### src/rtl/ale_pkg.sv
// ----------------------------------------------------------------------------
// ale_pkg: shared types and constants for the array list engine
// Command, place and status codes, default sizes and the per-cell control.
// ----------------------------------------------------------------------------
package ale_pkg;

  localparam int unsigned Capacity    = 64;
  localparam int unsigned DataWidth   = 32;
  localparam int unsigned CapRegWidth = 7;
  localparam int unsigned PosWidth    = 7;

  localparam logic [CapRegWidth-1:0] CapReset = CapRegWidth'(64);

  typedef enum logic [1:0] {
    CmdInsert  = 2'd0,
    CmdRemove  = 2'd1,
    CmdReplace = 2'd2,
    CmdRead    = 2'd3
  } cmd_e;

  typedef enum logic [1:0] {
    PlaceFront = 2'd0,
    PlacePos   = 2'd1,
    PlaceBack  = 2'd2
  } place_e;

  typedef enum logic [1:0] {
    StOk     = 2'd0,
    StFull   = 2'd1,
    StEmpty  = 2'd2,
    StBadPos = 2'd3
  } status_e;

  // one-cycle action broadcast to every cell of the chain
  typedef struct packed {
    logic ins;  // open a hole at the slot, cells above take from below
    logic rem;  // close the slot, cells at and above take from above
    logic wr;   // overwrite the slot
  } cell_ctrl_t;

endpackage

### src/rtl/ale_cell.sv
// ----------------------------------------------------------------------------
// ale_cell: one storage cell of the list chain
// Holds one entry and loads from its lower or upper neighbor on shifts.
// ----------------------------------------------------------------------------
module ale_cell #(
  parameter int unsigned DATA_WIDTH = ale_pkg::DataWidth,
  parameter int unsigned SLOT_W     = 6,
  parameter int unsigned INDEX      = 0
) (
  input  logic                  clk_i,
  input  ale_pkg::cell_ctrl_t   ctrl_i,
  input  logic [SLOT_W-1:0]     slot_i,
  input  logic [DATA_WIDTH-1:0] data_i,
  input  logic [DATA_WIDTH-1:0] prev_i,
  input  logic [DATA_WIDTH-1:0] next_i,
  output logic [DATA_WIDTH-1:0] entry_o,
  output logic [DATA_WIDTH-1:0] tap_o
);

  localparam logic [SLOT_W-1:0] Idx = SLOT_W'(INDEX);

  logic [DATA_WIDTH-1:0] entry_q, entry_d;
  logic                  hit, above;

  assign hit   = (slot_i == Idx);
  assign above = (Idx > slot_i);

  always_comb begin
    entry_d = entry_q;
    if (ctrl_i.ins) begin
      if (above) begin
        entry_d = prev_i;
      end else if (hit) begin
        entry_d = data_i;
      end
    end else if (ctrl_i.rem) begin
      if (above || hit) begin
        entry_d = next_i;
      end
    end else if (ctrl_i.wr && hit) begin
      entry_d = data_i;
    end
  end

  always_ff @(posedge clk_i) begin
    entry_q <= entry_d;
  end

  assign entry_o = entry_q;
  // drive the read bus only from the addressed cell
  assign tap_o   = hit ? entry_q : '0;

endmodule

### config.mk
export PLATFORM = sky130hd
export DESIGN_NAME = ale_cell
export DESIGN_NICKNAME = d
export VERILOG_FILES = /design/src/rtl/ale_pkg.sv /design/src/rtl/ale_cell.sv
export SDC_FILE = /design/constraint.sdc
export NUM_CORES = 1
export LEC_CHECK = 0
export ABC_AREA = 1
export BUFFER_PORTS_ARGS = -buffer_cell sky130_fd_sc_hd__buf_2
export CAP_MARGIN = 20
export CORE_MARGIN = 4
export CORE_UTILIZATION = 34
export CTS_CLUSTER_SIZE = 10
export DETAILED_ROUTE_END_ITERATION = 10
export PLACE_DENSITY_LB_ADDON = 0.05
export SETUP_SLACK_MARGIN = 0.3
export SYNTH_ARGS = -nofsm -noshare
export SYNTH_HDL_FRONTEND = slang
export SYNTH_SLANG_ARGS = --single-unit
### constraint.sdc
create_clock -name clk_i -period 2.4 [get_ports clk_i]
set_input_delay 0.48 -clock clk_i [delete_from_list [all_inputs] [get_ports clk_i]]
set_output_delay 0.48 -clock clk_i [all_outputs]
set_load 0.005 [all_outputs]
==> flow_summary_export.csv, run 1 <==
group,metric,value,unit
timing,worstMarginPinSlew,0.638,ns
power,vdd_drop_max,0.000231,V
global_routing,grt_antenna_before_repair,0,
clock_tree,cts_buffers,5,
timing,setup_viol,0,
detailed_routing,dr.max_layer_used,"met4",
yosys,synth_cell_types,14,
detailed_routing,routed-wl-met3,533,um
timing,rsz0062_at_grt,"no",
final_layout,drive_gt1_share,52.0,%
min_path,hold_class,"in2reg",
clock_tree,path_clk_slew,0.06,ns
floorplan,row_count,26,
run,drv_cap,0,
timing,tns,0,ns
yosys,syn-num-nets,319,
setup_path,critPathBufInv,3,
detailed_routing,drtIter0Drc,57,
yosys,synth_cells,213,
setup_path,worst_setup_path_end_kind,"output pin",
yosys,synth-seq-area-share,52.2,%
clock_tree,htree_levels,2,
detailed_routing,ant_nets,0,
timing,max_freq,522,MHz
min_path,hp-start,"data_i[4]",
clock_tree,cts_buffer_depth,2,
final_layout,syn_to_final_growth,44.9,%
detailed_routing,totalWireLength,5.18,mm
placement,placed_cells,412,
global_routing,grt_pass1_wl,7.49,mm
floorplan,die_x,81.6,um
floorplan,die_h,81.6,um
setup_path,startpoint,"slot_i[1]",
floorplan,dieArea,0.00665,mm2
placement,place_area,0.00258,mm2
timing,relSlewSlack,57.3,%
power,powerDensity,440,mW/mm2
final_layout,instances_no_fill,420,
detailed_routing,vias,1810,
setup_path,slowest_stage,"buf_4",
global_routing,grt_util_all_layers,14.9,%
clock_tree,cts-root-buf,"clkbuf_8",
setup_path,cp.depth,6,
setup_path,cp.required,1.92,ns
placement,hpwl,3.89,mm
setup_path,crit_arrival,1.43,ns
setup_path,cp-endpoint,"tap_o[31]",
setup_path,critPathTopFamily,"simple AND/OR/NAND/NOR gates",
clock_tree,cts.sinks,32,
final_layout,final_area,0.00267,mm2
yosys,yosys_warnings,0,
global_routing,grt_overflow,0,
timing,fin_crit_sh,79.8,%
setup_path,crit_type,"in2out",
setup_path,slowest_delay,0.26,ns
timing,finalMaxSlewViolations,0,
final_layout,utilization,51.5,%
setup_path,path_max_fanout,11,
floorplan,io_pins,170,
setup_path,crit_chain,"buf_2 -> nor2_1 -> nand3_4 -> buf_4 -> nor2_1 -> buf_2",
clock_tree,cts_hold_buffers,0,
power,p_total,1.17,mW
floorplan,core-area,0.00517,mm2
detailed_routing,vias_per_cell,4.31,
timing,finalCriticalPeriod,1.91,ns
yosys,ys_ff_latch,32,
placement,portBuffers,137,
yosys,synth_area,0.00184,mm2
final_layout,largest_reg_flops,32,
detailed_routing,wl_met1,2.05,mm
power,leakage,1.49,nW
detailed_routing,wl_met2,2.53,mm
status,outcome,"finished, final reports clean",
yosys,postSynthAreaPerCell,8.64,um2
placement,place_congestion,0.728,
clock_tree,cts_tree,"done",
global_routing,grt_pass1_vias,1606,
global_routing,grt_max_degree,33,
detailed_routing,drt_first_pass_iters,4,
floorplan,start_util,35.6,%
timing,hold_viol,0,
final_layout,diodes,0,
setup_path,startpoint_type,"input pin",
detailed_routing,wl_per_cell,12.3,um
detailed_routing,drc,0,
final_layout,nets,455,
-- Yosys cell counts --
cell	number	area share (%)
inv_1	32	6.5
inv_2	1	0.20
nand3_1	32	8.7
nor2_2	28	9.5
nor3_1	1	0.27
edfxtp_1	32	52
buf_2	6	1.6
nand2_2	1	0.34
nand3_2	1	0.54
nor2_4	3	1.8
nand2_1	64	13
buf_4	1	0.41
nor2_1	5	1.0
buf_6	6	3.7
-- worst min-delay path: cells and delay by family --
kind / cells / cell delay (ns)
AND/OR/NAND/NOR: 2 / 0.08
buffers and inverters: 1 / 0.07
-- placed cells by master, fill, tap and decap left out, drive strengths merged --
| cell type | n |
|---|---|
| buf | 142 |
| clkbuf | 7 |
| clkinv | 1 |
| edfxtp | 32 |
| inv | 33 |
| nand2 | 65 |
| nand3 | 33 |
| nor2 | 36 |
| nor3 | 1 |
-- metrics by stage --
step,worst slack [ns],hold slack (ns)
CTS,0.359,0.455
finish,0.486,0.463
floorplan,0.371,0.659
global route,0.374,0.463
global placement,0.351,0.742
detailed placement,0.362,0.746
-- logic make-up after synthesis --
group	share of synthesized area [%]
and+or+nand+nor	35.3
DFF	52.2
buffers and inverters	12.4
-- area by class of cell --
type                            count  area, um2
Multi-Input combinational cell    135        664
Tap cell                           70       87.6
Clock inverter                      1       3.75
Sequential cell                    32        961
Fill cell                         531       2510
Inverter                           33        124
Timing Repair Buffer              142        748
Clock buffer                        7       76.3
-- timing repair --
| action | CTS | global route |
|---|---|---|
| resized for setup | 0 | 1 |
| buffers inserted | 0 | 0 |
| setup endpoints to repair | 0 | 4 |
-- routing by layer --
metal,track usage [%],vias up
li1,-,931
met1,17.0,789
met2,27.1,83
met3,3.62,7
met4,5.07,0
met5,0,-
-- worst min-delay path by stage --
stage / cells past startpoint / slack (ns) / end
floorplan: 2 / 0.66 / entry_o[0]
global placement: 3 / 0.74 / entry_o[4]
detailed placement: 3 / 0.75 / entry_o[12]
CTS: 3 / 0.45 / entry_o[7]
global route: 3 / 0.46 / entry_o[18]
finish: 3 / 0.46 / entry_o[4]
-- power by group --
part	switching, mW	total (mW)	internal (mW)
registers	0.00270	0.629	0.627
logic	0.0792	0.154	0.0745
clock network	0.188	0.389	0.202
Note: power is estimated with default switching activity, not from simulation.
==> run 2: changes to the inputs <==
Clock period 2.4 ns to 1.6 ns, I/O delays scaled along.
==> run 2 against run 1 <==
Compared with the run above:
- global-route usage rose by 0.84 points
- sequential cell count did not move
- via count grew 1.2%
- final cell count up 0.95%
- largest cell class unchanged
- largest power group unchanged
- highest routed layer unchanged
==> flow_summary_export.csv, run 2 (synthesized netlist as in run 1, its figures left out) <==
group,metric,value,unit
floorplan,die_h,81.6,um
floorplan,io_pins,170,
timing,relSlewSlack,77.2,%
power,p_switching,413,uW
timing,hold_slack,0.301,ns
power,leakage,1.53,nW
global_routing,grt_util_all_layers,15.8,%
floorplan,start_util,35.6,%
placement,hpwl,4.03,mm
placement,place_area,0.00265,mm2
power,power_frac_seq,53.0,%
final_layout,largest_reg_flops,32,
timing,fin_crit_sh,86.1,%
detailed_routing,vias,1831,
power,switching_share,23.2,%
clock_tree,htree_levels,2,
placement,placed_cells,415,
power,p_total,1.78,mW
clock_tree,cts.sinks,32,
global_routing,grt_max_degree,33,
timing,hold_viol,0,
setup_path,startpoint_type,"input pin",
final_layout,layout_commonest_cell,"buf_2",
min_path,hold_class,"in2reg",
final_layout,diodes,0,
power,power_frac_clock,32.8,%
global_routing,grt_overflow,0,
timing,layout_setup_ws,0.222,ns
clock_tree,cts_buffer_depth,2,
clock_tree,cts_tree,"done",
floorplan,core-area,0.00517,mm2
placement,place_congestion,0.703,
placement,portBuffers,137,
detailed_routing,ant_nets,0,
setup_path,crit_type,"in2out",
final_layout,instances_no_fill,424,
timing,max_freq,726,MHz
final_layout,utilization,54.0,%
detailed_routing,vias_per_cell,4.32,
power,p_int,1.37,mW
floorplan,dieArea,0.00665,mm2
final_layout,final_cell_mix,"buf_2 (133), nand2_1 (64), nand3_1 (32), inv_1 (32), edfxtp_1 (32)",
floorplan,die_x,81.6,um
clock_tree,path_clk_slew,0.06,ns
global_routing,grt_pass1_wl,7.85,mm
final_layout,drive_gt1_share,53.1,%
placement,place_ws,0.146,ns
global_routing,grt_pass1_vias,1700,
final_layout,final_area,0.00279,mm2
floorplan,row_count,26,
timing,setup_viol,0,
timing,finalCriticalPeriod,1.38,ns
timing,worstMarginPinSlew,0.342,ns
final_layout,syn_to_final_growth,51.8,%
clock_tree,cts-root-buf,"clkbuf_8",
clock_tree,cts_buffers,5,
setup_path,startpoint,"slot_i[3]",
run,drv_cap,0,
power,vdd_drop_max,0.000390,V
setup_path,path_max_fanout,16,
setup_path,cp.required,1.28,ns
setup_path,cp-endpoint,"tap_o[0]",
timing,rsz0062_at_grt,"yes",
global_routing,grt_antenna_before_repair,0,
timing,tns,0,ns
power,power.share.combinational,14.2,%
detailed_routing,drc,0,
detailed_routing,drt_first_pass_iters,4,
setup_path,worst_setup_path_end_kind,"output pin",
detailed_routing,totalWireLength,5.23,mm
detailed_routing,wl_per_cell,12.3,um
final_layout,nets,459,
setup_path,crit_arrival,1.06,ns
status,outcome,"finished, final reports clean",
detailed_routing,drtIter0Drc,62,
timing,finalMaxSlewViolations,0,
power,powerDensity,639,mW/mm2
run 2: worst min path at each step:
| stage | endpoint | from | cells after the start | slack [ns] |
|---|---|---|---|---|
| floorplan | entry_o[0] | data_i[0] | 2 | 0.50 |
| global placement | entry_o[25] | data_i[25] | 3 | 0.58 |
| detailed placement | entry_o[21] | data_i[21] | 3 | 0.59 |
| CTS | entry_o[5] | data_i[5] | 3 | 0.29 |
| global route | entry_o[10] | data_i[10] | 3 | 0.30 |
| finish | entry_o[5] | data_i[5] | 3 | 0.30 |
run 2: critical path, stage by stage:
cell     delay (ns)
buf_6          0.10
nor2_4         0.12
nand3_4        0.13
buf_12         0.19
nor2_1         0.08
buf_2          0.11
run 2: area by class of cell:
class / instances / area, um2
Inverter: 33 / 124
Multi-Input combinational cell: 135 / 694
Tap cell: 70 / 87.6
Clock buffer: 7 / 76.3
Sequential cell: 32 / 961
Clock inverter: 1 / 3.75
Timing Repair Buffer: 146 / 845
Fill cell: 487 / 2380
run 2: metal layers:
layer,global-route usage (%),part of all wire [%],vias up
met4,3.55,0.96,0
met5,0,0,-
met2,29.0,53,75
met3,5.26,8.6,6
li1,-,-,942
met1,17.4,37,808
run 2: power by group through the flow:
| stage | clock network, mW | logic, mW | registers, mW |
|---|---|---|---|
| after detailed placement | 0 | 0.250 | 0.962 |
| after CTS | 0.606 | 0.256 | 0.944 |
| after floorplan | 0 | 0.122 | 0.963 |
| after global placement | 0 | 0.241 | 0.962 |
| after global routing | 0.638 | 0.288 | 0.944 |
| final | 0.585 | 0.254 | 0.944 |
run 2: repair_timing:
| action | 4_1_cts | 5_1_grt |
|---|---|---|
| resized for setup | 6 | 4 |
| setup endpoints to repair | 32 | 32 |
| cloned | 0 | 0 |
| pin swaps | 1 | 2 |
| setup buffers | 0 | 1 |
| hold buffers | 0 | 0 |
